[src/hdl/bdaf_pkg.sv]
package bdaf_pkg;

  localparam int ValueWidth = 15;
  localparam int CountWidth = 3;
  localparam int PosWidth   = 8;
  localparam int CharWidth  = 7;

  // Restoring division steps: six for thousands, four each for hundreds and tens.
  // The thousands place reaches 32 for the largest input, so it needs six bits.
  localparam int NumSteps   = 14;
  localparam int StepWidth  = $clog2(NumSteps);
  localparam int ThouWidth  = 6;
  localparam int DigitWidth = 4;

  localparam logic [CharWidth-1:0] CharZero     = 7'd48;
  localparam logic [CharWidth-1:0] CharLetterA  = 7'd65;
  localparam logic [CharWidth-1:0] CharOverflow = 7'd56;

  typedef enum logic [1:0] {
    ST_IDLE,
    ST_DIVIDE,
    ST_EMIT
  } state_t;

  // Weight subtracted at each step of the shared subtractor.
  function automatic logic [ValueWidth-1:0] step_weight(input logic [StepWidth-1:0] step);
    logic [ValueWidth-1:0] w;
    case (step)
      4'd0:    w = 15'd32000;
      4'd1:    w = 15'd16000;
      4'd2:    w = 15'd8000;
      4'd3:    w = 15'd4000;
      4'd4:    w = 15'd2000;
      4'd5:    w = 15'd1000;
      4'd6:    w = 15'd800;
      4'd7:    w = 15'd400;
      4'd8:    w = 15'd200;
      4'd9:    w = 15'd100;
      4'd10:   w = 15'd80;
      4'd11:   w = 15'd40;
      4'd12:   w = 15'd20;
      4'd13:   w = 15'd10;
      default: w = 15'd0;
    endcase
    return w;
  endfunction

  function automatic logic [CharWidth-1:0] digit_to_ascii(input logic [ThouWidth-1:0] d);
    logic [CharWidth-1:0] c;
    if (d <= ThouWidth'(9)) begin
      c = CharZero + CharWidth'(d);
    end else if (d <= ThouWidth'(15)) begin
      c = CharLetterA + CharWidth'(d - ThouWidth'(10));
    end else begin
      c = CharOverflow;
    end
    return c;
  endfunction

endpackage

[src/hdl/binary_to_decimal_ascii_formatter.sv]
// Prints a 15-bit unsigned number as up to four ASCII decimal digits. Raise start
// while busy is low to hand over value, digit_count and start_position; busy then
// stays high until the last character has gone out. The number is split by one
// shared subtractor in 14 restoring steps, one per clock (six for the thousands,
// four each for hundreds and tens), after which one character is presented per
// clock with strobe high, most significant first, at consecutive positions that
// wrap at 256. Busy therefore stays high through all division steps and characters,
// and a new number is taken only once it has dropped; a digit_count other than 1 to
// 4 gives no characters after the 14 steps. Each character is valid for exactly one
// cycle and the receiver cannot stall it. A thousands value of 10 to 15 prints as
// 'A' to 'F', and anything above 15 as '8'.
module binary_to_decimal_ascii_formatter (
  input  logic                           clk,
  input  logic                           rst,
  input  logic                           start,
  output logic                           busy,
  input  logic [bdaf_pkg::ValueWidth-1:0] value,
  input  logic [bdaf_pkg::CountWidth-1:0] digit_count,
  input  logic [bdaf_pkg::PosWidth-1:0]   start_position,
  output logic                           strobe,
  output logic [bdaf_pkg::CharWidth-1:0]  digit_char,
  output logic [bdaf_pkg::PosWidth-1:0]   position,
  output logic                           last
);
  import bdaf_pkg::*;

  state_t                state;
  state_t                state_next;
  logic [StepWidth-1:0]  step;
  logic [ValueWidth-1:0] rem;
  logic [NumSteps-1:0]   qbits;
  logic [1:0]            digit_idx;
  logic [PosWidth-1:0]   pos;
  logic                  count_ok;

  logic                  accept;
  logic                  last_step;
  logic [ValueWidth:0]   diff;
  logic                  fits;
  logic [ThouWidth-1:0]  cur_digit;

  assign accept    = start && !busy;
  assign last_step = (step == StepWidth'(NumSteps - 1));
  assign diff      = {1'b0, rem} - {1'b0, step_weight(step)};
  assign fits      = !diff[ValueWidth];

  always_comb begin
    state_next = state;
    case (state)
      ST_IDLE: begin
        if (accept) state_next = ST_DIVIDE;
      end
      ST_DIVIDE: begin
        if (last_step) state_next = count_ok ? ST_EMIT : ST_IDLE;
      end
      ST_EMIT: begin
        if (digit_idx == 2'd3) state_next = ST_IDLE;
      end
      default: state_next = ST_IDLE;
    endcase
  end

  always_ff @(posedge clk) begin
    if (rst) begin
      state <= ST_IDLE;
    end else begin
      state <= state_next;
    end
  end

  always_ff @(posedge clk) begin
    if (accept) begin
      rem       <= value;
      step      <= '0;
      pos       <= start_position;
      count_ok  <= (digit_count >= 3'd1) && (digit_count <= 3'd4);
      // Index of the first digit to print: four digits start at the thousands.
      digit_idx <= 2'(3'd4 - digit_count);
    end else if (state == ST_DIVIDE) begin
      if (fits) rem <= diff[ValueWidth-1:0];
      qbits <= {qbits[NumSteps-2:0], fits};
      step  <= step + StepWidth'(1);
    end else if (state == ST_EMIT) begin
      digit_idx <= digit_idx + 2'd1;
      pos       <= pos + PosWidth'(1);
    end
  end

  // The quotient bits collect thousands, hundreds and tens in that order; the
  // remainder left after the last step is the ones digit.
  always_comb begin
    case (digit_idx)
      2'd0:    cur_digit = qbits[NumSteps-1 -: ThouWidth];
      2'd1:    cur_digit = ThouWidth'(qbits[2*DigitWidth-1 -: DigitWidth]);
      2'd2:    cur_digit = ThouWidth'(qbits[DigitWidth-1:0]);
      default: cur_digit = ThouWidth'(rem[DigitWidth-1:0]);
    endcase
  end

  always_comb begin
    busy       = (state != ST_IDLE);
    strobe     = (state == ST_EMIT);
    digit_char = digit_to_ascii(cur_digit);
    position   = pos;
    last       = (state == ST_EMIT) && (digit_idx == 2'd3);
  end

`ifndef SYNTHESIS
  a_accept_busy: assert property (@(posedge clk) disable iff (rst)
    start && !busy |=> busy && !strobe)
    else $error("accepted beat did not raise busy");

  a_last_frees: assert property (@(posedge clk) disable iff (rst)
    strobe && last |=> !busy)
    else $error("block still busy after last character");

  a_pos_step: assert property (@(posedge clk) disable iff (rst)
    strobe && !last |=> strobe && (position == PosWidth'($past(position) + 8'd1)))
    else $error("characters not at consecutive positions");

  a_strobe_busy: assert property (@(posedge clk) disable iff (rst)
    strobe |-> busy)
    else $error("character emitted while idle");
`endif

endmodule

[config.mk]
export PLATFORM = sky130hd
export DESIGN_NAME = binary_to_decimal_ascii_formatter
export DESIGN_NICKNAME = d
export VERILOG_FILES = /design/src/hdl/bdaf_pkg.sv /design/src/hdl/binary_to_decimal_ascii_formatter.sv
export SDC_FILE = /design/constraint.sdc
export NUM_CORES = 1
export LEC_CHECK = 0
export BUFFER_PORTS_ARGS = -buffer_cell sky130_fd_sc_hd__buf_2
export CAP_MARGIN = 5
export CORE_MARGIN = 2
export CORE_UTILIZATION = 40
export DETAILED_ROUTE_END_ITERATION = 12
export HOLD_SLACK_MARGIN = 0.12
export SLEW_MARGIN = 20
export SYNTH_ARGS = -nofsm -noshare
export SYNTH_HDL_FRONTEND = slang
export SYNTH_SLANG_ARGS = --single-unit
[constraint.sdc]
create_clock -name clk -period 8.43 [get_ports clk]
set_clock_uncertainty 0.2 [all_clocks]
set_input_delay 1.686 -clock clk [delete_from_list [all_inputs] [get_ports clk]]
set_output_delay 1.686 -clock clk [all_outputs]
set_load 0.01 [all_outputs]
==> metrics.cfg, run 1 <==
[critical_path]
r2r_slack_ns = 5.09
cp_top_family = compound AO/OA/AOI/OAI gates
cp.required_ns = 6.54
r2r_start = state[0]
slowest_delay_ns = 0.50
cp-endpoint = digit_char[1]
critPathArrivalTime_ns = 3.08
crit_buf_inv = 3
crit_cells = 11
crit_start = digit_idx[0]
path_cells = inv_1 > ha_1 > a222oi_1 > mux2i_1 > inv_1 > ha_1 > o21bai_1 > a32oi_2 > mux2i_1 > nor2b_1 > buf_2
worstRegToRegCells = 8
crit_path_top_delay_cell = a222oi_1
crit_path_start_kind = flip-flop
crit_type = reg2out
crit_path_end_kind = output port
path_max_fanout = 7

[sta]
worstMarginPinSlew_ns = 0.906
rsz0062_at_grt = false
setup_ws_ns = 3.46
drv_slew = 0
fin_crit_sh_pct = 58.9
relSlewSlack_pct = 39.6
finalSetupViolations = 0
period_needed_ns = 4.97
tns_ns = 0
hold_violations = 0
hold_slack_ns = 0.257
clock.fmax_mhz = 201

[cts]
clockBufferDepth = 2
cts.sinks = 60
cts_resized = 0
cts.htree.levels = 3
postCtsHoldBufs = 0
clock_latency_ns = 0.34
cts-root-buf = clkbuf_8
post-cts-setup-buffers = 0
cts_tree = yes
numCtsBuffers = 9
clk_pin_slew_ns = 0.08

[synth]
synth-edff-count = 40
yosys.area.top_type = edfxtp_1
yosysWarningCount = 0
synthesis.area_sq_um = 3550
ys_ff_latch = 60
avgSynthCellArea_sq_um = 9.77
synth-async-reset-ratio_pct = 0
synth_cell_type_count = 52
synth_ff_type = edfxtp_1
synth_top_area_share_pct = 33.9
synth.area.top_cells = edfxtp_1 (34%), ha_1 (12%), dfxtp_1 (11%)
syn-num-nets = 427
synth_cells = 363
yosysSeqAreaShare_pct = 45.1

[global_routing]
gr-total-overflow = 0
grt_pass1_vias = 2732
grt_pass1_wl_microns = 12800
antenna_found_initial = 0
track_usage_pct = 16.6
grt_max_degree = 39

[cells_and_area]
area_delta_synth_final_pct = 15.4
nFillCells = 846
n_antenna_cell = 0
nets = 476
drive_gt1_share_pct = 17.5
final_cells = 525
stdcell_area_sq_um = 4100

[drt]
vias = 2740
routedWlPerCell_microns = 14.4
via_per_inst = 5.22
drt_iter0_drc = 165
ant_nets = 0
wl_microns = 7580
drc = 0
first_pass_iters = 6

[power]
p_leak_nw = 1.75
p_per_area_nw_per_um2 = 227
vdd_drop_max_v = 0.000118

[floorplan]
die_height_microns = 98.2
initial_core_util_pct = 40.9
rows = 34
io_pins = 47
core_area_sq_um = 8680
die_w_microns = 98.2
dieArea_sq_um = 9640

[place]
routabilityCongestion = 0.821
dp_slack_ns = 3.70
io_buffers = 46
dpl.hpwl_microns = 5570
placed_area_sq_um = 3890
dp.cells = 509

[hold_path]
hp-class = reg2reg
hold_depth = 0

[status]
status = completed

[run]
drv_cap = 0

==> through the flow <==
step	util, %	total power [mW]
final	47.2	0.931
after global routing	47.2	0.992
after CTS	47.2	0.938
after detailed placement	44.9	0.671
after global placement	44.9	0.665
after floorplan	-	0.594
==> where the power goes <==
| group | switching (mW) | internal, mW | leakage [nW] | total [mW] |
|---|---|---|---|---|
| logic | 0.166 | 0.120 | 1.11 | 0.287 |
| registers | 0.0186 | 0.360 | 0.546 | 0.379 |
| clock network | 0.128 | 0.138 | 0.0974 | 0.266 |
| total | 0.313 | 0.618 | 1.75 | 0.931 |
==> cells in the final DEF (no fill, tap or decap), types with 2 or more instances in the layout <==
cell | Yosys | routed
ha_1 | 34 | 34
nand2_1 | 41 | 41
o21ai_0 | 17 | 17
xor2_1 | 10 | 10
a211oi_1 | 6 | 6
o31ai_1 | 5 | 4
or3_1 | 2 | 2
nor2b_1 | 5 | 5
inv_2 | 4 | 4
nor2_1 | 28 | 28
and2_1 | 6 | 6
a21oi_1 | 21 | 21
o21a_1 | 6 | 6
mux2i_1 | 3 | 3
nor3_1 | 7 | 7
edfxtp_1 | 40 | 40
xnor2_1 | 5 | 5
nand3_1 | 7 | 7
inv_1 | 30 | 30
nand2b_1 | 4 | 4
and3_1 | 6 | 6
dfxtp_1 | 20 | 20
o21bai_1 | 4 | 4
a21o_1 | 4 | 4
clkinv_4 | 0 | 3
clkbuf_8 | 0 | 9
o21ai_1 | 6 | 6
buf_2 | 1 | 46
nand4_1 | 4 | 4
a222oi_1 | 4 | 4
nor4_1 | 3 | 3
a32oi_1 | 2 | 2
==> final cells by class <==
class                      instances  area, sq um  area share, %
clock buffer                       9          124           3.02
inverter                          34          128           3.12
multi-input combinational        261         1800           44.0
tap                              108          135           3.30
timing repair buffer              46          230           5.62
clock inverter                     7         76.3           1.86
sequential                        60         1600           39.1
==> cells by family after synthesis <==
group / Yosys count / share of synthesized area, %
muxes: 3 / 0.847
AOI/OAI and AO/OA: 89 / 17.4
adders and majority gates: 35 / 12.6
and+or+nand+nor: 119 / 15.9
buffers and inverters: 42 / 4.48
xor gates and xnor gates: 15 / 3.70
DFF: 60 / 45.1
==> cell usage after synthesis (2+ instances only) <==
library cell  count
and3_1            6
o21ai_0          17
nand2_1          41
dfxtp_1          20
ha_1             34
a21o_1            4
inv_2             4
o21bai_1          4
inv_1            30
a222oi_1          4
nor3_1            7
o21ai_1           6
nor2_1           28
clkbuf_1          7
mux2i_1           3
o31ai_1           5
xnor2_1           5
a211oi_1          6
edfxtp_1         40
nand2b_1          4
nor2b_1           5
or3_1             2
nor4_1            3
a21oi_1          21
nand3_1           7
a32oi_1           2
and2_1            6
nand4_1           4
o21a_1            6
xor2_1           10
==> worst min-delay path by stage <==
stage             start        end
6_report       qbits[1]   qbits[2]
5_1_grt        qbits[1]   qbits[2]
4_1_cts        qbits[1]   qbits[2]
3_5_place_dp   qbits[1]   qbits[2]
3_3_place_gp   qbits[2]   qbits[3]
2_1_floorplan  qbits[9]  qbits[10]
==> metal layers <==
metal,GRT usage (%),up-vias,routed length [microns]
met3,2.86,9,231
met5,0,-,0
li1,-,1403,-
met4,6.95,0,112
met1,21.2,1273,3590
met2,27.9,55,3640
==> worst register-to-register path, cell delays in order (launching register included) <==
cell and delay (ns):
dfxtp_1 0.39, nor2_1 0.09, nand2_1 0.65, inv_2 0.50
a21oi_1 0.53, inv_1 0.19, ha_1 0.37, a211oi_1 0.21
a21oi_1 0.06
(Power assumes the default switching activity.)
==> inputs of run 2 (changes only) <==
==> constraint.sdc (replaced) <==
create_clock -name clk -period 4.3 [get_ports clk]
set_clock_uncertainty 0.2 [all_clocks]
set_input_delay 0.86 -clock clk [delete_from_list [all_inputs] [get_ports clk]]
set_output_delay 0.86 -clock clk [all_outputs]
set_load 0.01 [all_outputs]
==> run 2 against run 1 <==
Effect of this change: register-to-register slack got worse by 4.1 ns; utilization up 0.26 points; sequential power rose by 96%; sequential share of layout area decreased by 0.21 points; global-route usage is 0.60 points lower; critical path depth did not move; combinational power up 97%; wire length fell by 1.1%; largest power group unchanged; final cell count up 0.57%.
==> metrics.cfg, run 2 (synthesis gave the netlist of run 1 again) <==
[drt]
via_per_inst = 5.16  ; -1.2%
routedWlPerCell_microns = 14.2  ; -1.6%
vias = 2722  ; -0.66%
drt_iter0_drc = 148  ; -10%
first_pass_iters = 5  ; -1
wl_microns = 7500  ; -1.1%
drc = 0  ; unchanged
ant_nets = 0  ; unchanged

[cts]
cts.htree.levels = 3  ; unchanged
clock_latency_ns = 0.33  ; about the same
post-cts-setup-buffers = 0  ; unchanged
cts_tree = yes
cts_resized = 0  ; unchanged
postCtsHoldBufs = 0  ; unchanged
cts.sinks = 60  ; unchanged
cts-root-buf = clkbuf_8
clockBufferDepth = 2  ; unchanged
clk_pin_slew_ns = 0.08  ; about the same
numCtsBuffers = 9  ; unchanged

[power]
p_per_area_nw_per_um2 = 442  ; +94%
totalPowerFinal_mw = 1.82  ; +95%
vdd_drop_max_v = 0.000166  ; +41%
p_leak_nw = 1.76  ; +0.72%

[global_routing]
grt_busiest_layer = met2
grt_max_degree = 38  ; -2.6%
grt_util_met2_pct = 24.6  ; -3.3 points
grtUsageMet3_pct = 2.79  ; -0.072 points
grt_pass1_wl_microns = 12500  ; -2.5%
grt_pass1_vias = 2660  ; -2.6%
antenna_found_initial = 0  ; unchanged
track_usage_pct = 16.0  ; -0.60 points
gr-total-overflow = 0  ; unchanged
met1_usage_pct = 22.1  ; +0.89 points

[critical_path]
crit_path_start_kind = flip-flop
cp.required_ns = 3.24  ; -3.30 ns
critPathArrivalTime_ns = 2.94  ; -0.14 ns
path_max_fanout = 7  ; unchanged
crit_path_end_kind = output port
crit_type = reg2out

[floorplan]
dieArea_sq_um = 9640  ; unchanged
die_w_microns = 98.2  ; unchanged
die_height_microns = 98.2  ; unchanged
io_pins = 47  ; unchanged
core_area_sq_um = 8680  ; unchanged
rows = 34  ; unchanged
initial_core_util_pct = 40.9  ; unchanged

[sta]
period_needed_ns = 4.00
relSlewSlack_pct = 39.9  ; +0.30 points
worstMarginPinSlew_ns = 0.901  ; -0.00449 ns
tns_ns = 0  ; unchanged
fin_crit_sh_pct = 93.1
rsz0062_at_grt = false
hold_violations = 0  ; unchanged
clock.fmax_mhz = 250
finalSetupViolations = 0  ; unchanged
drv_slew = 0  ; unchanged

[status]
status = completed

[cells_and_area]
nets = 479  ; +0.63%
final_cell_mix = buf_2 (46), nand2_1 (41), edfxtp_1 (40)
area_delta_synth_final_pct = 16.1
nFillCells = 851  ; +0.59%
n_antenna_cell = 0  ; unchanged
layout_commonest_cell = buf_2
drive_gt1_share_pct = 18.3  ; +0.83 points

[place]
io_buffers = 46  ; unchanged
dpl.hpwl_microns = 5500  ; -1.3%
routabilityCongestion = 0.840  ; +2.3%

[run]
drv_cap = 0  ; unchanged

[hold_path]
hp-class = reg2reg

==> run 2: cell count changes in the layout (fill, tap and decap cells not counted), sizes merged <==
cell and delta:
buf +3, clkinv -1, clkinvlp +1
==> run 2: final cells by class <==
| type | count | area, sq um | share of cell area (%) |
|---|---|---|---|
| Multi-Input combinational cell | 261 | 1800 | 43.7 |
| Clock buffer | 9 | 124 | 3.01 |
| Inverter | 34 | 128 | 3.10 |
| Timing Repair Buffer | 49 | 253 | 6.14 |
| Sequential cell | 60 | 1600 | 38.9 |
| Tap cell | 108 | 135 | 3.28 |
| Clock inverter | 7 | 76.3 | 1.85 |
==> run 2: power by group <==
| group | switching, mW | internal, mW | total (mW) |
|---|---|---|---|
| clock network | 0.242 | 0.270 | 0.512 |
| registers | 0.0373 | 0.706 | 0.743 |
| logic | 0.325 | 0.239 | 0.564 |
| total | 0.604 | 1.22 | 1.82 |
==> run 2: worst paths after layout <==
check	start	to	slack, ns	depth (start not counted)
max	digit_idx[0]	digit_char[1]	0.30	11
max reg2reg	rem[1]	rem[2]	0.97	10
min reg2reg	qbits[2]	qbits[3]	0.26	0
min	qbits[2]	qbits[3]	0.26	0
==> run 2: layer usage <==
metal / wire length [microns] / share of wire [%]
met4: 114 / 1.5
met3: 191 / 2.5
met1: 3810 / 51
met5: 0 / 0
met2: 3380 / 45
==> run 2: stage by stage <==
step	hold slack (ns)	instances	area, sq um	util (%)	worst slack (ns)
after CTS	0.266	527	4110	47.4	0.218
after global placement	0.251	511	3910	45.1	0.747
final	0.264	528	4120	47.4	0.296
after global routing	0.277	528	4120	47.4	0.0237
after detailed placement	0.243	511	3910	45.1	0.608
after floorplan	0.226	363	3550	-	0.927
==> run 2: critical path: stages, from the launching register on <==
cell,delay (ns)
edfxtp_1,0.42
inv_1,0.09
ha_1,0.29
a222oi_1,0.43
a21oi_1,0.20
inv_1,0.09
ha_1,0.21
o21bai_1,0.09
a32oi_2,0.36
mux2i_1,0.24
nor2b_1,0.06
buf_2,0.13
